**config.mk**
```make
export PLATFORM = sky130hd
export DESIGN_NAME = circular_fifo_queue_core
export DESIGN_NICKNAME = d
export VERILOG_FILES = /design/src/rtl/cfq_pkg.sv /design/src/rtl/cfq_ctrl.sv /design/src/rtl/cfq_dpath.sv /design/src/rtl/circular_fifo_queue_core.sv
export SDC_FILE = /design/constraint.sdc
export NUM_CORES = 1
export LEC_CHECK = 0
export BUFFER_PORTS_ARGS = -buffer_cell sky130_fd_sc_hd__buf_4
export CAP_MARGIN = 40
export CORE_ASPECT_RATIO = 1.1
export CORE_MARGIN = 3
export CORE_UTILIZATION = 45
export CTS_CLUSTER_DIAMETER = 150
export DETAILED_ROUTE_END_ITERATION = 16
export PLACE_DENSITY_LB_ADDON = 0.12
export SYNTH_ARGS = -nofsm -noshare
export SYNTH_HDL_FRONTEND = slang
export SYNTH_SLANG_ARGS = --single-unit
export TNS_END_PERCENT = 20
```
**constraint.sdc**
```tcl
create_clock -name clk_i -period 7.4 [get_ports clk_i]
set_clock_uncertainty 0.1 [all_clocks]
set_input_delay 0.37 -clock clk_i [delete_from_list [all_inputs] [get_ports clk_i]]
set_output_delay 0.37 -clock clk_i [all_outputs]
set_load 0.01 [all_outputs]
```
**src/rtl/cfq_pkg.sv**
```systemverilog
// Package for the circular FIFO queue: word types, result codes and the
// command set that runs from the controller to the datapath. No dependencies.
`default_nettype none

package cfq_pkg;

  // Fixed field widths
  localparam int unsigned WORD_W = 32;
  localparam int unsigned CAP_W  = 5;
  localparam int unsigned STAT_W = 2;

  // Operation codes
  localparam logic CMD_ENQ = 1'b0;
  localparam logic CMD_DEQ = 1'b1;

  // Result status codes
  localparam logic [STAT_W-1:0] STAT_DONE      = 2'd0;
  localparam logic [STAT_W-1:0] STAT_OVERFLOW  = 2'd1;
  localparam logic [STAT_W-1:0] STAT_UNDERFLOW = 2'd2;

  // Input word
  typedef struct packed {
    logic                     cmd;
    logic signed [WORD_W-1:0] item_value;
  } cfq_in_t;

  // Output word
  typedef struct packed {
    logic [STAT_W-1:0]        status;
    logic                     head_valid;
    logic signed [WORD_W-1:0] head_value;
    logic                     is_empty;
    logic                     is_full;
  } cfq_out_t;

  // Commands from controller to datapath
  typedef struct packed {
    logic exec;  // apply the accepted word to pointers and store
    logic read;  // read the head slot
    logic load;  // load the output register
  } cfq_cmd_t;

endpackage : cfq_pkg

`default_nettype wire

```
**src/rtl/cfq_ctrl.sv**
```systemverilog
// Controller for the circular FIFO queue: sequences accept, head read and
// result load, and owns the output valid flag. Depends on cfq_pkg.
`default_nettype none

module cfq_ctrl (
  input  wire logic          clk_i,
  input  wire logic          rst_ni,
  input  wire logic          in_valid_i,
  output logic               in_stall_o,
  output logic               out_valid_o,
  input  wire logic          out_stall_i,
  output cfq_pkg::cfq_cmd_t  cmd_o
);

  localparam logic [1:0] ST_IDLE = 2'd0;
  localparam logic [1:0] ST_READ = 2'd1;
  localparam logic [1:0] ST_LOAD = 2'd2;

  logic [1:0] state_q, state_d;
  logic       out_valid_q, out_valid_d;
  logic       accept;
  logic       out_free;

  assign in_stall_o  = (state_q != ST_IDLE);
  assign accept      = in_valid_i && (state_q == ST_IDLE);
  assign out_free    = !out_valid_q || !out_stall_i;
  assign out_valid_o = out_valid_q;

  // Step through update, head read and result load
  always_comb begin
    state_d    = state_q;
    cmd_o.exec = 1'b0;
    cmd_o.read = 1'b0;
    cmd_o.load = 1'b0;
    case (state_q)
      ST_IDLE: begin
        if (accept) begin
          cmd_o.exec = 1'b1;
          state_d    = ST_READ;
        end
      end
      ST_READ: begin
        cmd_o.read = 1'b1;
        state_d    = ST_LOAD;
      end
      ST_LOAD: begin
        if (out_free) begin
          cmd_o.load = 1'b1;
          state_d    = ST_IDLE;
        end
      end
      default: begin
        state_d = ST_IDLE;
      end
    endcase
  end

  // Set valid on load, drop it once the word is taken
  always_comb begin
    out_valid_d = out_valid_q;
    if (out_valid_q && !out_stall_i) begin
      out_valid_d = 1'b0;
    end
    if (cmd_o.load) begin
      out_valid_d = 1'b1;
    end
  end

  always_ff @(posedge clk_i or negedge rst_ni) begin
    if (!rst_ni) begin
      state_q     <= ST_IDLE;
      out_valid_q <= 1'b0;
    end else begin
      state_q     <= state_d;
      out_valid_q <= out_valid_d;
    end
  end

  // Checks
  a_accept_then_read : assert property (@(posedge clk_i) disable iff (!rst_ni)
    (in_valid_i && !in_stall_o) |=> (state_q == ST_READ))
    else $error("accepted word did not move to head read");

  a_load_only_free : assert property (@(posedge clk_i) disable iff (!rst_ni)
    cmd_o.load |-> out_free)
    else $error("output register loaded while a stalled word waits");

  a_valid_from_load : assert property (@(posedge clk_i) disable iff (!rst_ni)
    $rose(out_valid_q) |-> $past(cmd_o.load))
    else $error("output valid rose without a load");

  a_one_command : assert property (@(posedge clk_i) disable iff (!rst_ni)
    $onehot0({cmd_o.exec, cmd_o.read, cmd_o.load}))
    else $error("more than one datapath command at once");

endmodule : cfq_ctrl

`default_nettype wire

```
**src/rtl/cfq_dpath.sv**
```systemverilog
// Datapath for the circular FIFO queue: ring pointers, slot memory, capacity
// register and output register. Depends on cfq_pkg; driven by cfq_ctrl.
`default_nettype none

module cfq_dpath #(
  parameter int unsigned DEPTH = 16
) (
  input  wire logic                        clk_i,
  input  wire logic                        rst_ni,
  input  wire cfq_pkg::cfq_cmd_t           cmd_i,
  input  wire cfq_pkg::cfq_in_t            in_data_i,
  input  wire logic                        cfg_we_i,
  input  wire logic [cfq_pkg::CAP_W-1:0]   cfg_wdata_i,
  output cfq_pkg::cfq_out_t                out_data_o
);

  localparam int unsigned IDX_W   = (DEPTH > 1) ? $clog2(DEPTH) : 1;
  localparam int unsigned CMP_W   = (IDX_W + 1 > cfq_pkg::CAP_W) ? IDX_W + 1 : cfq_pkg::CAP_W;
  localparam int unsigned CAP_RST = (DEPTH < 16) ? DEPTH : 16;

  logic signed [cfq_pkg::WORD_W-1:0] mem_q [DEPTH];
  logic signed [cfq_pkg::WORD_W-1:0] rdata_q;

  logic [IDX_W-1:0]          head_q, head_d;
  logic [IDX_W-1:0]          tail_q, tail_d;
  logic                      holds_q, holds_d;
  logic [cfq_pkg::CAP_W-1:0] cap_q, cap_d;
  logic [cfq_pkg::STAT_W-1:0] status_q, status_d;
  cfq_pkg::cfq_out_t         out_q;

  logic [CMP_W-1:0] tail_inc, head_inc;
  logic [IDX_W-1:0] tail_nxt, head_nxt;
  logic             full;
  logic             mem_we;
  logic [IDX_W-1:0] mem_waddr;

  // Ring advance wraps at the capacity in use
  always_comb begin
    tail_inc = CMP_W'(tail_q) + CMP_W'(1);
    head_inc = CMP_W'(head_q) + CMP_W'(1);
    tail_nxt = (tail_inc >= CMP_W'(cap_q)) ? '0 : tail_inc[IDX_W-1:0];
    head_nxt = (head_inc >= CMP_W'(cap_q)) ? '0 : head_inc[IDX_W-1:0];
    full     = holds_q && (tail_nxt == head_q);
  end

  // Apply enqueue or dequeue to the pointers; on a write, clamp capacity and empty the queue
  always_comb begin
    head_d    = head_q;
    tail_d    = tail_q;
    holds_d   = holds_q;
    cap_d     = cap_q;
    status_d  = status_q;
    mem_we    = 1'b0;
    mem_waddr = tail_nxt;
    if (cfg_we_i) begin
      cap_d = cfg_wdata_i;
      if (cfg_wdata_i == '0) begin
        cap_d = cfq_pkg::CAP_W'(1);
      end else if (int'(cfg_wdata_i) > int'(DEPTH)) begin
        cap_d = cfq_pkg::CAP_W'(DEPTH);
      end
      head_d  = '0;
      tail_d  = '0;
      holds_d = 1'b0;
    end else if (cmd_i.exec) begin
      status_d = cfq_pkg::STAT_DONE;
      if (in_data_i.cmd == cfq_pkg::CMD_ENQ) begin
        if (full) begin
          status_d = cfq_pkg::STAT_OVERFLOW;
        end else if (!holds_q) begin
          head_d    = '0;
          tail_d    = '0;
          holds_d   = 1'b1;
          mem_we    = 1'b1;
          mem_waddr = '0;
        end else begin
          tail_d    = tail_nxt;
          mem_we    = 1'b1;
          mem_waddr = tail_nxt;
        end
      end else begin
        if (!holds_q) begin
          status_d = cfq_pkg::STAT_UNDERFLOW;
        end else if (head_q == tail_q) begin
          head_d  = '0;
          tail_d  = '0;
          holds_d = 1'b0;
        end else begin
          head_d = head_nxt;
        end
      end
    end
  end

  always_ff @(posedge clk_i or negedge rst_ni) begin
    if (!rst_ni) begin
      head_q  <= '0;
      tail_q  <= '0;
      holds_q <= 1'b0;
      cap_q   <= cfq_pkg::CAP_W'(CAP_RST);
    end else begin
      head_q  <= head_d;
      tail_q  <= tail_d;
      holds_q <= holds_d;
      cap_q   <= cap_d;
    end
  end

  // Hold the status until the result is loaded
  always_ff @(posedge clk_i) begin
    status_q <= status_d;
  end

  // Slot memory: one write port, registered read of the head slot
  always_ff @(posedge clk_i) begin
    if (mem_we) begin
      mem_q[mem_waddr] <= in_data_i.item_value;
    end
    if (cmd_i.read) begin
      rdata_q <= mem_q[head_q];
    end
  end

  // Output register
  always_ff @(posedge clk_i) begin
    if (cmd_i.load) begin
      out_q.status     <= status_q;
      out_q.head_valid <= holds_q;
      out_q.head_value <= holds_q ? rdata_q : '0;
      out_q.is_empty   <= !holds_q;
      out_q.is_full    <= full;
    end
  end

  assign out_data_o = out_q;

endmodule : cfq_dpath

`default_nettype wire

```
**src/rtl/circular_fifo_queue_core.sv**
```systemverilog
// Top level of the circular FIFO queue: joins the controller and the datapath.
// Depends on cfq_pkg, cfq_ctrl and cfq_dpath.
//
//   channel  direction  handshake                payload
//   in       into core  in_valid_i / in_stall_o  in_data_i   (cfq_in_t)
//   out      from core  out_valid_o / out_stall_i out_data_o (cfq_out_t)
//   cfg      into core  cfg_we_i                 cfg_wdata_i (capacity)
//
// Each word passes through pointer update and slot write, registered read
// of the head slot, then load of the output register.
// The registered read port of the slot memory adds the head-read step.
// A result waiting under out_stall_i holds the core in its load step; the
// next word is accepted as soon as the previous result is loaded.
// Reset empties the queue and sets the capacity to 16 slots (or DEPTH if less).
`default_nettype none

module circular_fifo_queue_core #(
  parameter int unsigned DEPTH = 16
) (
  input  wire logic                       clk_i,
  input  wire logic                       rst_ni,
  input  wire logic                       in_valid_i,
  output logic                            in_stall_o,
  input  wire cfq_pkg::cfq_in_t           in_data_i,
  output logic                            out_valid_o,
  input  wire logic                       out_stall_i,
  output cfq_pkg::cfq_out_t               out_data_o,
  input  wire logic                       cfg_we_i,
  input  wire logic [cfq_pkg::CAP_W-1:0]  cfg_wdata_i
);

  cfq_pkg::cfq_cmd_t cmd;

  cfq_ctrl u_ctrl (
    .clk_i       (clk_i),
    .rst_ni      (rst_ni),
    .in_valid_i  (in_valid_i),
    .in_stall_o  (in_stall_o),
    .out_valid_o (out_valid_o),
    .out_stall_i (out_stall_i),
    .cmd_o       (cmd)
  );

  cfq_dpath #(
    .DEPTH (DEPTH)
  ) u_dpath (
    .clk_i       (clk_i),
    .rst_ni      (rst_ni),
    .cmd_i       (cmd),
    .in_data_i   (in_data_i),
    .cfg_we_i    (cfg_we_i),
    .cfg_wdata_i (cfg_wdata_i),
    .out_data_o  (out_data_o)
  );

endmodule : circular_fifo_queue_core

`default_nettype wire
```
After elaboration in Yosys (flattened, before gate mapping)

Memory sizes are Yosys's and may differ from the RTL's. A register that Yosys moved wholly into a read port is not among the register bits.
Index checks and enable logic that the tools add are counted.

$add $sub $neg: 2
$lt $le $gt $ge: 3
Eq/ne operators: 10
Multiplexer cells: 47
Bitwise logic cells: 1
Reduce and logical (&&, ||, !) cells: 17

Operators by type and width:

| operator                                              | count |
|---|---|
| two-way mux 4 bit                                     | 20 |
| two-way mux 1 bit                                     | 20 |
| adder 4 x 1 -> 5 bit, second input constant           | 2 |
| greater-or-equal comparator 5 bit                     | 2 |
| two-way mux 5 bit                                     | 2 |
| equality test 4 bit                                   | 2 |
| two-way mux 2 bit                                     | 4 |
| AND reduction 4 bit                                   | 2 |
| inequality test 3 x 1 -> 1 bit, second input constant | 2 |
| inequality test 3 bit, second input constant          | 2 |
| one-hot mux 2 bit (3 select lines)                    | 1 |
| AND reduction 2 bit                                   | 3 |
| nonzero test 2 bit                                    | 3 |
| > comparator 5 bit, second input constant             | 1 |
| logical NOT 5 bit                                     | 1 |
| inequality test 2 x 1 -> 1 bit, second input constant | 2 |
| logical AND 1 bit                                     | 3 |
| logical NOT 1 bit                                     | 3 |
| equality test 2 x 1 -> 1 bit, second input constant   | 1 |
| equality test 2 bit, second input constant            | 1 |
| logical NOT 2 bit                                     | 1 |
| logical OR 1 bit                                      | 1 |
| inverter 1 bit                                        | 1 |

Bits in registers: 56
Bits in writable memories: 512
Input bits: 43
Output and inout bits: 39
Word-level logic and storage cells: 93
Memories kept: 1

Memories:

| memory        | words | bits a word | read ports | clocked after Yosys merged registers in | write ports | line            | text |
|---|---|---|---|---|---|---|---|
| u_dpath.mem_q | 16    | 32          | 1          | 1                                       | 1           | cfq_dpath.sv:21 | `logic signed [cfq_pkg::WORD_W-1:0] mem_q [DEPTH];` |

Logic depth before layout (Yosys ltp)

Word-level depth: 11
Gate-level depth with buffers: 12
Depth with buffers taken out: 11

Modules after synthesis

A second synthesis with hierarchy kept.

Cells, all modules: 1003
Area total of the unflattened synthesis: 23045.9 sq um

Modules (own cells, without submodules):

| module    | times used | cells an instance | area each (sq um) | sequential area each (sq um) |
|---|---|---|---|---|
| cfq_dpath | 1          | 988               | 22905.7           | 17858.4 |
| cfq_ctrl  | 1          | 15                | 140.1             | 75.1 |

Worst setup path before layout

No wires, ideal clock.

Path type: register -> register
Start point: register u_dpath.tail_q[0]
End point: memory u_dpath.mem_q[9][0] (netlist bit), enable pin
Library setup time: 0.513 ns
Data arrival time: 5.640 ns
Required time: 6.787 ns
Path slack: 1.147 ns
Stages on the path, launching flop included: 12
Path buffers: 0
Clock period less this slack: 6.253 ns
Cell sequence: dfrtp_1 -> ha_1 -> xnor2_4 -> inv_1 -> ha_1 -> a21oi_2 -> o21ai_2 -> a31oi_2 -> o21a_1 -> o21ai_4 -> nor2_1 -> nor4b_1

Longest elaborated chain between the ends: 11
Elaborated cells on any way between the ends: 16
Classes of those cells: add/sub (1); order compare (1); eq/ne (1); mux (12); reduce/logical (1)

RTL lines:

| item                                    | line             | text |
|---|---|---|
| start, declared                         | cfq_dpath.sv:25  | `logic [IDX_W-1:0] tail_q, tail_d;` |
| start signal, assigned                  | cfq_dpath.sv:103 | `tail_q <= tail_d;` |
| adder 4 x 1 -> 5 bit *                  | cfq_dpath.sv:39  | `tail_inc = CMP_W'(tail_q) + CMP_W'(1);` |
| greater-or-equal comparator 5 bit       | cfq_dpath.sv:41  | `tail_nxt = (tail_inc >= CMP_W'(cap_q)) ? '0 : tail_inc[IDX_W-1:0];` |
| two-way mux 4 bit *                     | cfq_dpath.sv:41  |  |
| equality test 4 bit                     | cfq_dpath.sv:43  | `full = holds_q && (tail_nxt == head_q);` |
| logical AND 1 bit                       | cfq_dpath.sv:43  |  |
| two-way mux 1 bit                       | cfq_dpath.sv:68  | `if (full) begin` |
| two-way mux 1 bit                       | cfq_dpath.sv:67  | `if (in_data_i.cmd == cfq_pkg::CMD_ENQ) begin` |
| two-way mux 1 bit                       | cfq_dpath.sv:65  | `end else if (cmd_i.exec) begin` |
| two-way mux 1 bit                       | cfq_dpath.sv:55  | `if (cfg_we_i) begin` |
| two-way mux 1 bit                       | cfq_dpath.sv:116 | `if (mem_we) begin` |
| two-way mux 1 bit (not written as such) | cfq_dpath.sv:117 | `mem_q[mem_waddr] <= in_data_i.item_value;` |
| end, declared                           | cfq_dpath.sv:21  |  |

Mark *: on every way between the ends. The rest lies on a longest branch, timed or not.

Worst setup path in the final report

Start point: register u_dpath.tail_q[0]
End point: memory u_dpath.mem_q[15][8] (netlist bit), enable pin

The elaborated chain is that of the path after synthesis.

==> impl_metrics.toml <==
[run_status]
outcome = "finished, final reports clean"

[floorplan]
ios = 82
floorplan.initialDensity = 0.4568
die_h_um = 242.9
dieArea_um2 = 53760
rows = 86
dieWidth_um = 221.4
core_area_um2 = 50250

[placed_design]
dp.cells = 1715
gp_congestion = 0.7399
dpl_worst_slack_ns = 2.663
port-buffer-count = 81
dp_hpwl_um = 26080

[route]
firstDrtPassIters = 4
wl_per_cell_um = 25.87
postRouteWirelength_um = 48530
route.detailed.drc = 0
ant_nets = 0
viasPerCell = 5.568
via_count = 10450
drt_iter0_drc = 899

[job]
max_cap_viol_count = 0

[setup_path]
crit_family = "simple AND/OR/NAND/NOR gates"
path_cells = "ha_1, xnor2_4, inv_1, ha_1, a21oi_2, o21ai_2, a31oi_2, o21a_1, o21ai_4, or4_4, nor2_4, buf_4"
cp_data_required_time_ns = 7.57
crit_top_cell = "ha_1"
cp-start-kind = "register"
endpoint_kind = "register"
crit_buf_inv = 2
cpPeakStageDelay_ns = 0.80
cp_slowest_cell = "dfrtp_1"
crit_fanout = 17
critPathKind = "reg -> reg"
arrival_ns = 4.95

[grt]
grt_max_degree = 109
grt_first_pass_wirelength_um = 73770
grt.overflow.total = 0
antenna_found_initial = 1
grt_usage = 0.1849
grt_pass1_vias = 11070

[pwr]
power.total_w = 0.007063
intPower_w = 0.005610
vdd_drop_max_uv = 191.4
leakagePower_nw = 8.519
p_switching_w = 0.001454
p_sw_frac = 0.2058
power.clock.fraction = 0.408
p_per_area_nw_per_um2 = 261.8
power_frac_seq = 0.546
combPwrFrac = 0.046

[cts]
cts_buffer_depth = 3
clkTransAtPathRegs_ns = 0.06
numCtsBuffers = 59
cts_tree = "done"
htree_num_levels = 2
cts_resized = 0
root_buffer = "clkbuf_16"
clock_sinks = 600
cts_setup_buffers = 0
clk_latency_ns = 0.60

[worst_hold_path]
hp-class = "in -> async"

[yosys]
synth_enable_flop_cells = 583
seq_area_frac_synth = 0.7812
postSynthAreaPerCell_um2 = 23.24
synth_seq_cells = 600
syn_nets = 1043
ys_warn_count = 0
syn_area_um2 = 22960
synthCells = 988
synth-main-ff-cell = "edfxtp_1"
async_reset_ff_frac = 0.02833
ys_types = 55

[final_layout]
drive_gt1_frac = 0.3284
syn_to_final_growth_pct = 17.54
final_common_cell = "edfxtp_1"
final_cell_mix = "edfxtp_1 (583), mux4_2 (160), buf_4 (109)"
stdcell_count = 1876
nets = 1220

[sta]
setup_viol = 0
max-slew-margin-rel = 0.3500
finalHoldViolations = 0
tightest_slew_ns = 0.9751
clock.fmax_mhz = 209.4
fin_ws_ns = 2.625
fin_setup_tns_ns = 0
slew_viol_final = 0
hold_slack_ns = 0.07711
period_share = 0.6452
rsz0062_at_grt = "no"
period_needed_ns = 4.775
[area by class of cell]
| class | count | area, um^2 |
|---|---|---|
| fill | 3853 | 23270 |
| inverter | 16 | 60.06 |
| antenna | 1 | 2.502 |
| multi-input combinational | 325 | 4875 |
| tap | 660 | 825.8 |
| sequential | 600 | 17950 |
| clock inverter | 36 | 266.5 |
| clock buffer | 75 | 1599 |
| timing repair buffer | 163 | 1409 |
[sequential cells by signal, summed over array words and instances, names as in the netlist]
signal	count
u_ctrl.out_valid_o	1
u_ctrl.state_q	2
u_dpath.cap_q	5
u_dpath.head_q	4
u_dpath.holds_q	1
u_dpath.mem_q	512
u_dpath.out_data_o	37
u_dpath.rdata_q	32
u_dpath.status_q	2
u_dpath.tail_q	4
[worst reg2reg max path: stages, from the launching register on]
cell and delay, ns:
dfrtp_1 0.80, ha_1 0.43, xnor2_4 0.19, inv_1 0.08
ha_1 0.30, a21oi_2 0.15, o21ai_2 0.09, a31oi_2 0.32
o21a_1 0.24, o21ai_4 0.12, or4_4 0.59, nor2_4 0.56
buf_4 0.45
[metrics by stage]
step / utilization / instance area (um^2)
3_5_place_dp: 0.4900 / 24620
2_1_floorplan: - / 22960
4_1_cts: 0.5369 / 26980
6_report: 0.5370 / 26980
3_3_place_gp: 0.4884 / 24540
5_1_grt: 0.5370 / 26980
[cell usage after synthesis, types with 3 or more instances]
cell | n | area [um^2]
buf_2 | 19 | 95.09
edfxtp_1 | 583 | 17510
clkbuf_1 | 20 | 75.07
nor3_1 | 4 | 20.02
a21oi_1 | 5 | 25.02
inv_1 | 16 | 60.06
a21o_1 | 3 | 22.52
dfrtp_1 | 16 | 400.4
nor2b_1 | 4 | 25.02
nand2_1 | 15 | 56.30
and2_1 | 33 | 206.5
nor2_1 | 20 | 75.07
mux4_2 | 160 | 3603
buf_1 | 4 | 15.01
nor4_1 | 6 | 37.54
nand2b_1 | 3 | 18.77
o21ai_0 | 13 | 65.06
ha_1 | 12 | 150.1
xnor2_1 | 5 | 43.79
buf_6 | 3 | 33.78
[path summary, 6_finish.rpt]
kind / startpoint / endpoint / slack, ns / cells after the start
worst max-delay path: u_dpath.tail_q[0]$_DFFE_PN0P_ / u_dpath.mem_q[15][8]$_DFFE_PP_ / 2.63 / 12
worst min-delay path: rst_ni / u_dpath.cap_q[1]$_DFFE_PN0P_ / 0.08 / 2
worst max register to register: u_dpath.tail_q[0]$_DFFE_PN0P_ / u_dpath.mem_q[15][8]$_DFFE_PP_ / 2.63 / 12
worst min register to register: u_dpath.status_q[1]$_SDFFCE_PN0P_ / u_dpath.out_data_o[36]$_DFFE_PP_ / 0.32 / 0
max in group asynchronous: rst_ni / u_dpath.cap_q[4]$_DFFE_PN1P_ / 6.84 / 2
min in group clk_i: in_valid_i / u_ctrl.state_q[0]$_DFFE_PN0P_ / 0.10 / 3
[repair_timing]
action	4_1_cts	5_1_grt
hold buffers	49	0
endpoints found under the setup margin	0	0
endpoints found under the hold margin	538	0
[logic make-up (layout without fill, tap and decap cells)]
kind of cell	Yosys count	in the layout	share of synthesized area
AO/OA/AOI/OAI	38	38	0.01150
XOR/XNOR	9	9	0.004579
adder cells (fa/ha/maj)	12	12	0.006540
buffers and inverters	63	290	0.01237
flip-flops	600	600	0.7812
multiplexers	162	162	0.1579
other	0	1	0
AND/OR/NAND/NOR	104	104	0.02594
[power by group through the flow]
stage	clock network (W)	logic [W]	registers (W)
2_1_floorplan	0	0.000104	0.00394
3_3_place_gp	0	0.000308	0.00393
3_5_place_dp	0	0.000311	0.00393
4_1_cts	0.00296	0.000333	0.00386
5_1_grt	0.00311	0.000353	0.00386
6_report	0.00288	0.000326	0.00386
[layer usage]
layer / track usage / wire length [um] / up-vias
met5: 0 / 0 / -
met1: 0.2710 / 22060 / 5623
li1: - / - / 4505
met4: 0.05247 / 1004 / 0
met3: 0.02552 / 1925 / 74
met2: 0.2952 / 23550 / 244
(Power assumes the default switching activity.)
